==> src/sv/lld_pkg.sv <==
// shared types and constants for the line lexer
`default_nettype none

package lld_pkg;

  localparam int POS_W = 13;
  localparam int START_W = 12;
  localparam logic [POS_W-1:0] MAX_LINE = 13'd4096;

  localparam int QUEUE_DEPTH = 2;
  localparam int QIDX_W = $clog2(QUEUE_DEPTH);
  localparam int QCNT_W = $clog2(QUEUE_DEPTH + 1);

  typedef enum logic [1:0] {
    RK_TOKEN = 2'd0,
    RK_ERROR = 2'd1,
    RK_DONE  = 2'd2
  } result_kind_t;

  typedef enum logic [4:0] {
    TT_SYMBOL     = 5'd0,
    TT_ID         = 5'd1,
    TT_NUM        = 5'd2,
    TT_STRING     = 5'd3,
    TT_PLUS       = 5'd4,
    TT_MINUS      = 5'd5,
    TT_LPAREN     = 5'd6,
    TT_RPAREN     = 5'd7,
    TT_LBRACE     = 5'd8,
    TT_RBRACE     = 5'd9,
    TT_LBRACK     = 5'd10,
    TT_RBRACK     = 5'd11,
    TT_SEMICOLON  = 5'd12,
    TT_COMMA      = 5'd13,
    TT_EQUALS     = 5'd14,
    TT_WHITESPACE = 5'd15,
    TT_COMMENT    = 5'd16
  } token_type_t;

  typedef enum logic [1:0] {
    EC_BAD_BYTE   = 2'd0,
    EC_NUM_LETTER = 2'd1,
    EC_UNFINISHED = 2'd2,
    EC_TOO_LONG   = 2'd3
  } error_code_t;

  typedef enum logic [0:0] {
    IK_BYTE = 1'b0,
    IK_EOL  = 1'b1
  } item_kind_t;

  typedef enum logic [4:0] {
    CC_ALPHA,
    CC_DIGIT,
    CC_BQUOTE,
    CC_SQUOTE,
    CC_DQUOTE,
    CC_BSLASH,
    CC_SPACE,
    CC_HASH,
    CC_UNDER,
    CC_DOT,
    CC_PLUS,
    CC_MINUS,
    CC_LPAREN,
    CC_RPAREN,
    CC_LBRACE,
    CC_RBRACE,
    CC_LBRACK,
    CC_RBRACK,
    CC_SEMI,
    CC_COMMA,
    CC_EQUALS,
    CC_OTHER,
    CC_EOL
  } char_class_t;

  typedef enum logic [4:0] {
    ST_START  = 5'd0,
    ST_SYM    = 5'd1,
    ST_ID     = 5'd2,
    ST_INT    = 5'd3,
    ST_DEC    = 5'd4,
    ST_SQ     = 5'd5,
    ST_SQE    = 5'd6,
    ST_DQ     = 5'd7,
    ST_DQE    = 5'd8,
    ST_STREND = 5'd9,
    ST_WS     = 5'd10,
    ST_CMT    = 5'd11,
    ST_PLUS   = 5'd12,
    ST_MINUS  = 5'd13,
    ST_LPAREN = 5'd14,
    ST_RPAREN = 5'd15,
    ST_LBRACE = 5'd16,
    ST_RBRACE = 5'd17,
    ST_LBRACK = 5'd18,
    ST_RBRACK = 5'd19,
    ST_SEMI   = 5'd20,
    ST_COMMA  = 5'd21,
    ST_EQUALS = 5'd22,
    NX_FAIL   = 5'd30,
    NX_HARD   = 5'd31
  } lex_state_t;

  typedef struct packed {
    logic       kind;
    logic [7:0] char_code;
  } item_t;

  typedef struct packed {
    logic [1:0]         result_kind;
    logic [4:0]         token_type;
    logic [START_W-1:0] token_start;
    logic [POS_W-1:0]   token_length;
    logic [1:0]         error_code;
    logic [POS_W-1:0]   error_position;
    logic               last;
  } result_t;

  typedef struct packed {
    logic        valid;
    char_class_t cls;
  } head_t;

endpackage

`default_nettype wire

==> src/sv/lld_front.sv <==
// front end: accepts bytes, classifies them and queues the classes
`default_nettype none

module lld_front (
  input  wire logic          clk,
  input  wire logic          rst,
  input  wire logic          item_valid,
  output logic               item_ready,
  input  wire lld_pkg::item_t item,
  output lld_pkg::head_t     head,
  input  wire logic          pop
);
  import lld_pkg::*;

  localparam logic [7:0] CH_BQUOTE = 8'h60;
  localparam logic [7:0] CH_SQUOTE = 8'h27;
  localparam logic [7:0] CH_DQUOTE = 8'h22;
  localparam logic [7:0] CH_BSLASH = 8'h5c;
  localparam logic [7:0] CH_SPACE  = 8'h20;
  localparam logic [7:0] CH_HASH   = 8'h23;
  localparam logic [7:0] CH_UNDER  = 8'h5f;
  localparam logic [7:0] CH_DOT    = 8'h2e;
  localparam logic [7:0] CH_PLUS   = 8'h2b;
  localparam logic [7:0] CH_MINUS  = 8'h2d;
  localparam logic [7:0] CH_LPAREN = 8'h28;
  localparam logic [7:0] CH_RPAREN = 8'h29;
  localparam logic [7:0] CH_LBRACE = 8'h7b;
  localparam logic [7:0] CH_RBRACE = 8'h7d;
  localparam logic [7:0] CH_LBRACK = 8'h5b;
  localparam logic [7:0] CH_RBRACK = 8'h5d;
  localparam logic [7:0] CH_SEMI   = 8'h3b;
  localparam logic [7:0] CH_COMMA  = 8'h2c;
  localparam logic [7:0] CH_EQUALS = 8'h3d;
  localparam logic [7:0] CH_TAB    = 8'h09;
  localparam logic [7:0] CH_CR     = 8'h0d;

  function automatic char_class_t classify(input logic [7:0] c);
    char_class_t cc;
    cc = CC_OTHER;
    if ((c >= 8'h61 && c <= 8'h7a) || (c >= 8'h41 && c <= 8'h5a)) begin
      cc = CC_ALPHA;
    end else if (c >= 8'h30 && c <= 8'h39) begin
      cc = CC_DIGIT;
    end else if (c == CH_SPACE || (c >= CH_TAB && c <= CH_CR)) begin
      cc = CC_SPACE;
    end else begin
      case (c)
        CH_BQUOTE: cc = CC_BQUOTE;
        CH_SQUOTE: cc = CC_SQUOTE;
        CH_DQUOTE: cc = CC_DQUOTE;
        CH_BSLASH: cc = CC_BSLASH;
        CH_HASH:   cc = CC_HASH;
        CH_UNDER:  cc = CC_UNDER;
        CH_DOT:    cc = CC_DOT;
        CH_PLUS:   cc = CC_PLUS;
        CH_MINUS:  cc = CC_MINUS;
        CH_LPAREN: cc = CC_LPAREN;
        CH_RPAREN: cc = CC_RPAREN;
        CH_LBRACE: cc = CC_LBRACE;
        CH_RBRACE: cc = CC_RBRACE;
        CH_LBRACK: cc = CC_LBRACK;
        CH_RBRACK: cc = CC_RBRACK;
        CH_SEMI:   cc = CC_SEMI;
        CH_COMMA:  cc = CC_COMMA;
        CH_EQUALS: cc = CC_EQUALS;
        default:   cc = CC_OTHER;
      endcase
    end
    return cc;
  endfunction

  char_class_t       queue [QUEUE_DEPTH];
  logic [QIDX_W-1:0] wr_ptr;
  logic [QIDX_W-1:0] rd_ptr;
  logic [QCNT_W-1:0] count;
  logic              push;
  logic              do_pop;
  char_class_t       cls_in;

  assign item_ready = (count != QCNT_W'(QUEUE_DEPTH));
  assign push       = item_valid && item_ready;
  assign do_pop     = pop && (count != '0);
  assign cls_in     = (item.kind == IK_EOL) ? CC_EOL : classify(item.char_code);

  assign head = '{valid: (count != '0), cls: queue[rd_ptr]};

  always_ff @(posedge clk) begin
    if (push) begin
      queue[wr_ptr] <= cls_in;
    end
  end

  always_ff @(posedge clk) begin
    if (rst) begin
      wr_ptr <= '0;
      rd_ptr <= '0;
      count  <= '0;
    end else begin
      if (push) begin
        wr_ptr <= (wr_ptr == QIDX_W'(QUEUE_DEPTH - 1)) ? '0 : wr_ptr + 1'b1;
      end
      if (do_pop) begin
        rd_ptr <= (rd_ptr == QIDX_W'(QUEUE_DEPTH - 1)) ? '0 : rd_ptr + 1'b1;
      end
      case ({push, do_pop})
        2'b10:   count <= count + 1'b1;
        2'b01:   count <= count - 1'b1;
        default: count <= count;
      endcase
    end
  end

endmodule

`default_nettype wire

==> src/sv/lld_back.sv <==
// back end: dfa step, token, error and line-done results, result register
`default_nettype none

module lld_back (
  input  wire logic           clk,
  input  wire logic           rst,
  input  wire lld_pkg::head_t head,
  output logic                pop,
  output logic                res_valid,
  input  wire logic           res_ready,
  output lld_pkg::result_t    res
);
  import lld_pkg::*;

  typedef struct packed {
    logic        ok;
    token_type_t ttype;
  } accept_t;

  function automatic lex_state_t lex_next(input lex_state_t st, input char_class_t cc);
    lex_state_t nx;
    nx = NX_FAIL;
    case (st)
      ST_START: begin
        case (cc)
          CC_ALPHA:  nx = ST_ID;
          CC_DIGIT:  nx = ST_INT;
          CC_BQUOTE: nx = ST_SYM;
          CC_SQUOTE: nx = ST_SQ;
          CC_DQUOTE: nx = ST_DQ;
          CC_SPACE:  nx = ST_WS;
          CC_HASH:   nx = ST_CMT;
          CC_PLUS:   nx = ST_PLUS;
          CC_MINUS:  nx = ST_MINUS;
          CC_LPAREN: nx = ST_LPAREN;
          CC_RPAREN: nx = ST_RPAREN;
          CC_LBRACE: nx = ST_LBRACE;
          CC_RBRACE: nx = ST_RBRACE;
          CC_LBRACK: nx = ST_LBRACK;
          CC_RBRACK: nx = ST_RBRACK;
          CC_SEMI:   nx = ST_SEMI;
          CC_COMMA:  nx = ST_COMMA;
          CC_EQUALS: nx = ST_EQUALS;
          default:   nx = NX_FAIL;
        endcase
      end
      ST_SYM: begin
        nx = (cc == CC_ALPHA || cc == CC_DIGIT || cc == CC_UNDER) ? ST_SYM : NX_FAIL;
      end
      ST_ID: begin
        nx = (cc == CC_ALPHA || cc == CC_DIGIT) ? ST_ID : NX_FAIL;
      end
      ST_INT: begin
        if (cc == CC_DIGIT) begin
          nx = ST_INT;
        end else if (cc == CC_DOT) begin
          nx = ST_DEC;
        end else begin
          nx = (cc == CC_ALPHA) ? NX_HARD : NX_FAIL;
        end
      end
      ST_DEC: begin
        if (cc == CC_DIGIT) begin
          nx = ST_DEC;
        end else begin
          nx = (cc == CC_ALPHA) ? NX_HARD : NX_FAIL;
        end
      end
      ST_SQ: begin
        if (cc == CC_SQUOTE) begin
          nx = ST_STREND;
        end else begin
          nx = (cc == CC_BSLASH) ? ST_SQE : ST_SQ;
        end
      end
      ST_SQE: nx = ST_SQ;
      ST_DQ: begin
        if (cc == CC_DQUOTE) begin
          nx = ST_STREND;
        end else begin
          nx = (cc == CC_BSLASH) ? ST_DQE : ST_DQ;
        end
      end
      ST_DQE: nx = ST_DQ;
      ST_WS:  nx = (cc == CC_SPACE) ? ST_WS : NX_FAIL;
      ST_CMT: nx = ST_CMT;
      default: nx = NX_FAIL;
    endcase
    return nx;
  endfunction

  function automatic accept_t accept_of(input lex_state_t st);
    accept_t a;
    a.ok    = 1'b1;
    a.ttype = TT_SYMBOL;
    case (st)
      ST_SYM:    a.ttype = TT_SYMBOL;
      ST_ID:     a.ttype = TT_ID;
      ST_INT:    a.ttype = TT_NUM;
      ST_DEC:    a.ttype = TT_NUM;
      ST_STREND: a.ttype = TT_STRING;
      ST_WS:     a.ttype = TT_WHITESPACE;
      ST_CMT:    a.ttype = TT_COMMENT;
      ST_PLUS:   a.ttype = TT_PLUS;
      ST_MINUS:  a.ttype = TT_MINUS;
      ST_LPAREN: a.ttype = TT_LPAREN;
      ST_RPAREN: a.ttype = TT_RPAREN;
      ST_LBRACE: a.ttype = TT_LBRACE;
      ST_RBRACE: a.ttype = TT_RBRACE;
      ST_LBRACK: a.ttype = TT_LBRACK;
      ST_RBRACK: a.ttype = TT_RBRACK;
      ST_SEMI:   a.ttype = TT_SEMICOLON;
      ST_COMMA:  a.ttype = TT_COMMA;
      ST_EQUALS: a.ttype = TT_EQUALS;
      default:   a.ok = 1'b0;
    endcase
    return a;
  endfunction

  lex_state_t         state;
  lex_state_t         state_next;
  logic [POS_W-1:0]   position;
  logic [POS_W-1:0]   position_next;
  logic [START_W-1:0] tok_start;
  logic [START_W-1:0] tok_start_next;
  logic               halted;
  logic               halted_next;

  result_t    r0;
  result_t    r1;
  result_t    tok;
  logic [1:0] nres;
  lex_state_t nx;
  lex_state_t nx2;
  accept_t    acc;

  result_t pend;
  logic    pend_valid;
  logic    slot_free;

  assign slot_free = !res_valid || res_ready;
  assign pop       = head.valid && !pend_valid && slot_free;

  always_comb begin
    state_next        = state;
    position_next     = position;
    tok_start_next    = tok_start;
    halted_next       = halted;
    r0                = '0;
    r1                = '0;
    nres              = 2'd0;
    acc               = accept_of(state);
    nx                = lex_next(state, head.cls);
    nx2               = lex_next(ST_START, head.cls);
    tok               = '0;
    tok.result_kind   = RK_TOKEN;
    tok.token_type    = acc.ttype;
    tok.token_start   = tok_start;
    tok.token_length  = position - {1'b0, tok_start};

    if (head.cls == CC_EOL) begin
      if (!halted) begin
        if (state == ST_START) begin
          r0.result_kind = RK_DONE;
          r0.last        = 1'b1;
          nres           = 2'd1;
        end else if (acc.ok) begin
          r0             = tok;
          r1.result_kind = RK_DONE;
          r1.last        = 1'b1;
          nres           = 2'd2;
        end else begin
          r0.result_kind    = RK_ERROR;
          r0.error_code     = EC_UNFINISHED;
          r0.error_position = position;
          r0.last           = 1'b1;
          nres              = 2'd1;
        end
      end
      state_next        = ST_START;
      position_next     = '0;
      tok_start_next    = '0;
      halted_next       = 1'b0;
    end else if (!halted) begin
      if (position >= MAX_LINE) begin
        r0.result_kind    = RK_ERROR;
        r0.error_code     = EC_TOO_LONG;
        r0.error_position = position;
        r0.last           = 1'b1;
        nres              = 2'd1;
        halted_next       = 1'b1;
        state_next        = ST_START;
      end else if (nx == NX_HARD) begin
        r0.result_kind    = RK_ERROR;
        r0.error_code     = EC_NUM_LETTER;
        r0.error_position = position;
        r0.last           = 1'b1;
        nres              = 2'd1;
        halted_next       = 1'b1;
        state_next        = ST_START;
      end else if (nx == NX_FAIL) begin
        if (acc.ok) begin
          tok_start_next = position[START_W-1:0];
          if (nx2 == NX_FAIL || nx2 == NX_HARD) begin
            r0                = tok;
            r1.result_kind    = RK_ERROR;
            r1.error_code     = EC_BAD_BYTE;
            r1.error_position = position;
            r1.last           = 1'b1;
            nres              = 2'd2;
            halted_next       = 1'b1;
            state_next        = ST_START;
          end else begin
            r0            = tok;
            r0.last       = 1'b1;
            nres          = 2'd1;
            state_next    = nx2;
            position_next = position + 1'b1;
          end
        end else begin
          r0.result_kind    = RK_ERROR;
          r0.error_code     = EC_BAD_BYTE;
          r0.error_position = position;
          r0.last           = 1'b1;
          nres              = 2'd1;
          halted_next       = 1'b1;
          state_next        = ST_START;
        end
      end else begin
        state_next    = nx;
        position_next = position + 1'b1;
      end
    end
  end

  always_ff @(posedge clk) begin
    if (rst) begin
      state     <= ST_START;
      position  <= '0;
      tok_start <= '0;
      halted    <= 1'b0;
    end else if (pop) begin
      state     <= state_next;
      position  <= position_next;
      tok_start <= tok_start_next;
      halted    <= halted_next;
    end
  end

  always_ff @(posedge clk) begin
    if (rst) begin
      res_valid  <= 1'b0;
      pend_valid <= 1'b0;
    end else if (slot_free) begin
      if (pend_valid) begin
        res_valid  <= 1'b1;
        pend_valid <= 1'b0;
      end else if (pop && nres != 2'd0) begin
        res_valid  <= 1'b1;
        pend_valid <= (nres == 2'd2);
      end else begin
        res_valid <= 1'b0;
      end
    end
  end

  always_ff @(posedge clk) begin
    if (slot_free) begin
      if (pend_valid) begin
        res <= pend;
      end else if (pop && nres != 2'd0) begin
        res  <= r0;
        pend <= r1;
      end
    end
  end

endmodule

`default_nettype wire

==> src/sv/line_lexer_dfa_top.sv <==
// top level of the line lexer: classifier front end, queue, dfa back end
`default_nettype none

// Takes one line of text a byte per transfer, closed by an end-of-line
// transfer, and returns tokens with start and length, errors, and a
// line-done mark. With the result side ready and no two-result hold, a new
// byte is taken every cycle. A byte or end of line that yields two results
// (a token followed by an error or by line done) holds the back end while the
// second result waits in a pending register, since the single result register
// sends one result per cycle; a two-entry queue between the classifier and the
// dfa buffers bytes through that hold and any short stall on either side.
// Results are registered. No clearing pass is needed after reset.
module line_lexer_dfa_top (
  input  wire logic           clk,
  input  wire logic           rst,
  input  wire logic           item_valid,
  output logic                item_ready,
  input  wire lld_pkg::item_t item,
  output logic                res_valid,
  input  wire logic           res_ready,
  output lld_pkg::result_t    res
);
  import lld_pkg::*;

  head_t head;
  logic  pop;

  lld_front u_front (
    .clk        (clk),
    .rst        (rst),
    .item_valid (item_valid),
    .item_ready (item_ready),
    .item       (item),
    .head       (head),
    .pop        (pop)
  );

  lld_back u_back (
    .clk       (clk),
    .rst       (rst),
    .head      (head),
    .pop       (pop),
    .res_valid (res_valid),
    .res_ready (res_ready),
    .res       (res)
  );

endmodule

`default_nettype wire

==> config.mk <==
export PLATFORM = sky130hd
export DESIGN_NAME = line_lexer_dfa_top
export DESIGN_NICKNAME = d
export VERILOG_FILES = /design/src/sv/lld_pkg.sv /design/src/sv/lld_front.sv /design/src/sv/lld_back.sv /design/src/sv/line_lexer_dfa_top.sv
export SDC_FILE = /design/constraint.sdc
export NUM_CORES = 1
export LEC_CHECK = 0
export BUFFER_PORTS_ARGS = -buffer_cell sky130_fd_sc_hd__buf_2
export CAP_MARGIN = 20
export CORE_UTILIZATION = 60
export CTS_BUF_LIST = sky130_fd_sc_hd__clkbuf_4
export DETAILED_ROUTE_END_ITERATION = 16
export PLACE_DENSITY = 0.88
export SLEW_MARGIN = 20
export SYNTH_ARGS = -nofsm -noshare
export SYNTH_HDL_FRONTEND = slang
export SYNTH_SLANG_ARGS = --single-unit
==> constraint.sdc <==
create_clock -name clk -period 10.45 [get_ports clk]
set_clock_uncertainty 0.2 [all_clocks]
set_input_delay 1.045 -clock clk [delete_from_list [all_inputs] [get_ports clk]]
set_output_delay 1.045 -clock clk [all_outputs]
set_load 0.01 [all_outputs]
Yosys cells after proc, flatten, opt, wreduce, memory -nomap -nowiden
Memories as Yosys holds them, arrays and structs flattened. A register that Yosys moved wholly into a read port is not among the register bits. Cells that the tools add are included.

Output and inout port bits: 50. Bits in registers: 103. Memories: 3. Logic and storage cells: 247. Bits in writable memories: 10. Bits in read-only memories: 320.

Mux-type cells: 109. Bitwise logic cells: 4. Reductions and logical operators: 34. Equality and inequality tests: 62. Magnitude comparators: 9. Add/subtract/negate cells: 6.

Memory list: (no name shown) (words 32, bits a word 5, read ports 1, clocked after memory_dff 0, write ports 0, line lld_back.sv:25) `case (cc)`; (no name shown) (words 32, bits a word 5, read ports 1, clocked after memory_dff 0, write ports 0, line lld_back.sv:25); u_front.queue (words 2, bits a word 5, read ports 1, clocked after memory_dff 1, write ports 1, line lld_front.sv:72) `char_class_t queue [QUEUE_DEPTH];`.

Operator list (number): $mux W48 (6); $mux W30 (4); $eq A8 B6 Y1 const B (12); $mux W5 (19); $mux W13 (7); $pmux W5 S18 (1); $pmux W5 S16 (1); $mux W12 (6); $eq A5 B5 Y1 const B (12); $eq A8 B7 Y1 const B (7); $pmux W5 S11 (1); $eq A5 B4 Y1 const B (10); $mux W16 (3); $mux W2 (23); $mux W45 (1); $eq A5 B3 Y1 const B (7); $mux W1 (34); $reduce_or A18 Y1 (1); $ge A8 B7 Y1 const B (2); $le A8 B7 Y1 const B (2); $eq A5 B2 Y1 const B (3); $mux W14 (1); $add A13 B1 Y13 const B (1); $ge A13 B13 Y1 const B (1); other kinds (29) (59).

Logic depth before layout (Yosys ltp)
Depth in word-level cells: 15. Gate-level depth with buffers: 15. Mapped depth without buffers: 12.

Hierarchy
A second synthesis with hierarchy kept.

Cell total of the unflattened synthesis: 718. Area, all modules: 7040.5 um^2.

Modules (own cells, without submodules): lld_back (times used 1, area an instance 5923.2 um^2, cells an instance 590); lld_front (times used 1, area an instance 1117.3 um^2, cells an instance 128).

Worst setup path before layout
Ideal clock, no wire load.

Kind: reg2reg. Start point: register (tool-made name). End point: register, netlist name u_back.res[0]. Stages on the path, launching flop included: 15. Data arrival time: 5152 ps. Setup slack: 4628 ps. Data required time: 9780 ps. Path buffers: 3. Cell sequence: dfxtp_1 > buf_4 > buf_6 > buf_6 > a21oi_1 > inv_1 > ha_1 > nor2_1 > a211oi_1 > o311ai_1 > nand4b_1 > o2bb2ai_2 > nor2_2 > o311ai_0 > a21oi_1.

==> flow_metrics.py <==
metrics = {
    "run": {
        "max_cap_violations": 0,
    },
    "global_route": {
        "grt_overflow": 0,
        "grt_max_degree": 46,
        "number_of_antenna_violations_at_the_first_check_in_global_routing": 1,
        "grt_total_usage_pct": 27.12,
        "grt_first_pass_wirelength_um": 25140,
        "grt_pass1_vias": 5127,
    },
    "worst_setup_path": {
        "timing.critical_path.required_ns": 10.37,
        "critical_path_peak_fanout": 23,
        "timing_worst_setup_path_type": "flop to flop",
        "setup.worst_path.start_class": "flop",
        "crit_path_end_kind": "flop",
        "cp_data_arrival_time_ns": 5.21,
    },
    "clock_tree": {
        "root_buffer": "sky130_fd_sc_hd__clkbuf_4",
        "cts_num_sinks": 112,
        "postCtsHoldBufs": 0,
        "clk_transition_reported_paths_ns": 0.16,
        "htree_num_levels": 3,
        "clk_buf_depth": 2,
        "insertion_delay_ns": 0.48,
        "number_of_buffers_added_for_setup_after_cts": 0,
        "cts-buffers-inserted": 9,
        "post_cts_resize_count": 0,
        "tritoncts_clock_tree": "yes",
    },
    "placed_design": {
        "gp_congestion": 0.9340,
        "post_dp_cell_area_um2": 7184,
        "dpl.hpwl_um": 11040,
        "dpl_worst_slack_ns": 5.214,
        "numPortBuffers": 62,
    },
    "routing": {
        "avgViaCountPerCell": 6.237,
        "drtIter0Drc": 408,
        "routed-via-count": 5570,
        "routed_wl_um": 15220,
        "detailed_router_iteration_count_before_antenna_repair": 5,
        "antenna_violating_nets_left": 0,
        "wl_per_cell_um": 17.04,
        "residual_drc": 0,
    },
    "floorplanning": {
        "io_pins": 63,
        "fp.dieArea_um2": 11880,
        "dieHeight_um": 109.0,
        "floorplan.rows": 38,
        "floorplan.initialDensity_pct": 62.52,
        "die_boundary_width_um": 109.0,
        "placeableCoreArea_um2": 10980,
    },
    "timing": {
        "timing.final.hold_violations": 0,
        "setup_tns_ns": 0,
        "grt_setup_unrepaired": "false",
        "maxSlewViolCount": 0,
        "max_slew.worst_pin.slew_ns": 1.052,
        "layout_worst_path_cycle_share_pct": 50.65,
        "timing.fmax_mhz": 188.9,
        "post-route-min-period_ns": 5.293,
        "maxSlewHeadroom_pct": 28.98,
        "hold_slack_ns": 0.3003,
        "timing.final.ws_setup_ns": 5.157,
        "setup_viol": 0,
    },
    "synth": {
        "yosysTopAreaCell": "sky130_fd_sc_hd__edfxtp_1",
        "synth-seq-cells": 112,
        "async_reset_ff_share_pct": 0,
        "post_synth_main_area_contributors": "sky130_fd_sc_hd__edfxtp_1, sky130_fd_sc_hd__dfxtp_1, sky130_fd_sc_hd__ha_1",
        "synth_ff_type": "sky130_fd_sc_hd__edfxtp_1",
        "avgSynthCellArea_um2": 9.644,
        "synth.lib_cells_used.distinct": 87,
        "synth_top_cell_area_share_pct": 32.36,
        "synth.cell_area_um2": 6867,
        "synth_edf_count": 74,
        "synth_seq_area_share_pct": 43.44,
        "postSynthNetCount": 749,
        "syn-instance-count": 712,
        "synth.yosys.warnings": 0,
    },
    "final_layout": {
        "post_route_design_area_um2": 7310,
        "post_route_cells_drive_above_1_share_pct": 15.29,
        "final_cell_mix": "sky130_fd_sc_hd__edfxtp_1, sky130_fd_sc_hd__buf_2, sky130_fd_sc_hd__nand2_1, sky130_fd_sc_hd__nor2_1, sky130_fd_sc_hd__a21oi_1",
        "leading_cell_type_in_the_layout_fill_and_taps_excluded": "sky130_fd_sc_hd__edfxtp_1",
        "area_delta_synth_final_pct": 6.450,
        "fillerInstances": 853,
        "layout.nets": 784,
    },
    "status": {
        "run_status": "completed",
    },
    "min_path": {
        "hp-class": "flop to flop",
    },
    "pwr": {
        "worst_ir_drop_vdd_mv": 0.2371,
        "pwr_density_cell_nw_per_um2": 233.9,
        "static_leakage_uw": 0.002694,
    },
}
[final timing paths]
path	startpoint	to	slack (ns)	cells past startpoint
worst min register to register	u_back.tok_start[4]	u_back.tok_start[4]	0.30	1
worst min-delay path	u_back.tok_start[4]	u_back.tok_start[4]	0.30	1
worst max-delay path	flop	u_back.pend[4]	5.16	10
worst max register to register	flop	u_back.pend[4]	5.16	10
[sequential cells by signal (all words and copies together), names as in the netlist, 2 cells and up, named ones only]
| register | cells |
|---|---|
| u_front.queue | 10 |
| u_back.tok_start | 12 |
| u_back.pend | 16 |
| u_back.position | 13 |
| u_front.count | 2 |
| u_back.res | 48 |
| u_back.state | 5 |
[metrics by stage]
step	power (uW)	instances	utilization, %
floorplan	1313	712	-
global route	1823	893	66.55
CTS	1702	892	66.53
detailed placement	1509	876	65.41
global placement	1482	876	65.41
finish	1710	893	66.55
[cell usage after synthesis (7+ instances only)]
cell type / count
sky130_fd_sc_hd__nor4_1: 7
sky130_fd_sc_hd__ha_1: 23
sky130_fd_sc_hd__or3_1: 9
sky130_fd_sc_hd__nor3_2: 7
sky130_fd_sc_hd__nor2_1: 54
sky130_fd_sc_hd__dfxtp_1: 38
sky130_fd_sc_hd__clkbuf_1: 30
sky130_fd_sc_hd__nor2b_1: 14
sky130_fd_sc_hd__a211oi_1: 10
sky130_fd_sc_hd__nor3_1: 18
sky130_fd_sc_hd__and3_1: 24
sky130_fd_sc_hd__o21ai_0: 34
sky130_fd_sc_hd__xor2_1: 7
sky130_fd_sc_hd__a22o_1: 25
sky130_fd_sc_hd__edfxtp_1: 74
sky130_fd_sc_hd__a21oi_1: 43
sky130_fd_sc_hd__and2_1: 7
sky130_fd_sc_hd__nand2_1: 56
sky130_fd_sc_hd__inv_1: 31
sky130_fd_sc_hd__nand3_1: 17
sky130_fd_sc_hd__mux2i_1: 16
sky130_fd_sc_hd__nor3b_1: 9
sky130_fd_sc_hd__nand2b_1: 27
[cell type report]
| cell class | count | area [um2] | area share [%] |
|---|---|---|---|
| sequential | 112 | 2983 | 40.81 |
| clock inverter | 4 | 32.53 | 0.4451 |
| antenna | 1 | 2.502 | 0.03423 |
| inverter | 32 | 120.1 | 1.643 |
| multi-input combinational | 527 | 3573 | 48.89 |
| clock buffer | 12 | 90.09 | 1.232 |
| timing repair buffer | 65 | 332.8 | 4.553 |
| tap | 140 | 175.2 | 2.396 |
[report_power, final]
group / internal, uW / switching, uW
registers: 632 / 76.8
clock network: 59.0 / 140
logic: 279 / 522
[worst max-delay path, stage by stage (launching register included)]
cell and delay [ns]:
sky130_fd_sc_hd__dfxtp_1 0.85, sky130_fd_sc_hd__mux2i_1 0.53, sky130_fd_sc_hd__ha_1 0.34, sky130_fd_sc_hd__nor4b_1 0.44, sky130_fd_sc_hd__nor4b_2 0.12, sky130_fd_sc_hd__a221oi_2 0.36, sky130_fd_sc_hd__and4_1 0.34, sky130_fd_sc_hd__o21a_4 0.19
sky130_fd_sc_hd__nor2_2 0.06, sky130_fd_sc_hd__o311ai_0 0.91, sky130_fd_sc_hd__inv_1 0.60
[logic make-up after synthesis]
kind of cell / after synthesis / synth area share (%)
buffers and inverters: 73 / 4.683
adder cells (fa/ha/maj): 24 / 4.483
AO/OA/AOI/OAI: 182 / 19.13
other: 1 / 0.05461
XOR/XNOR: 12 / 1.531
multiplexers: 20 / 3.061
AND/OR/NAND/NOR: 288 / 23.61
flip-flops: 112 / 43.44
[layer usage]
| layer | vias up | GRT usage [%] | routed length [um] |
|---|---|---|---|
| li1 | 2729 | - | - |
| met1 | 2609 | 37.22 | 6943 |
| met2 | 209 | 43.62 | 7132 |
| met3 | 23 | 3.467 | 877 |
| met4 | 0 | 10.52 | 263 |
| met5 | - | 0 | 0 |
(Power assumes the default switching activity.)
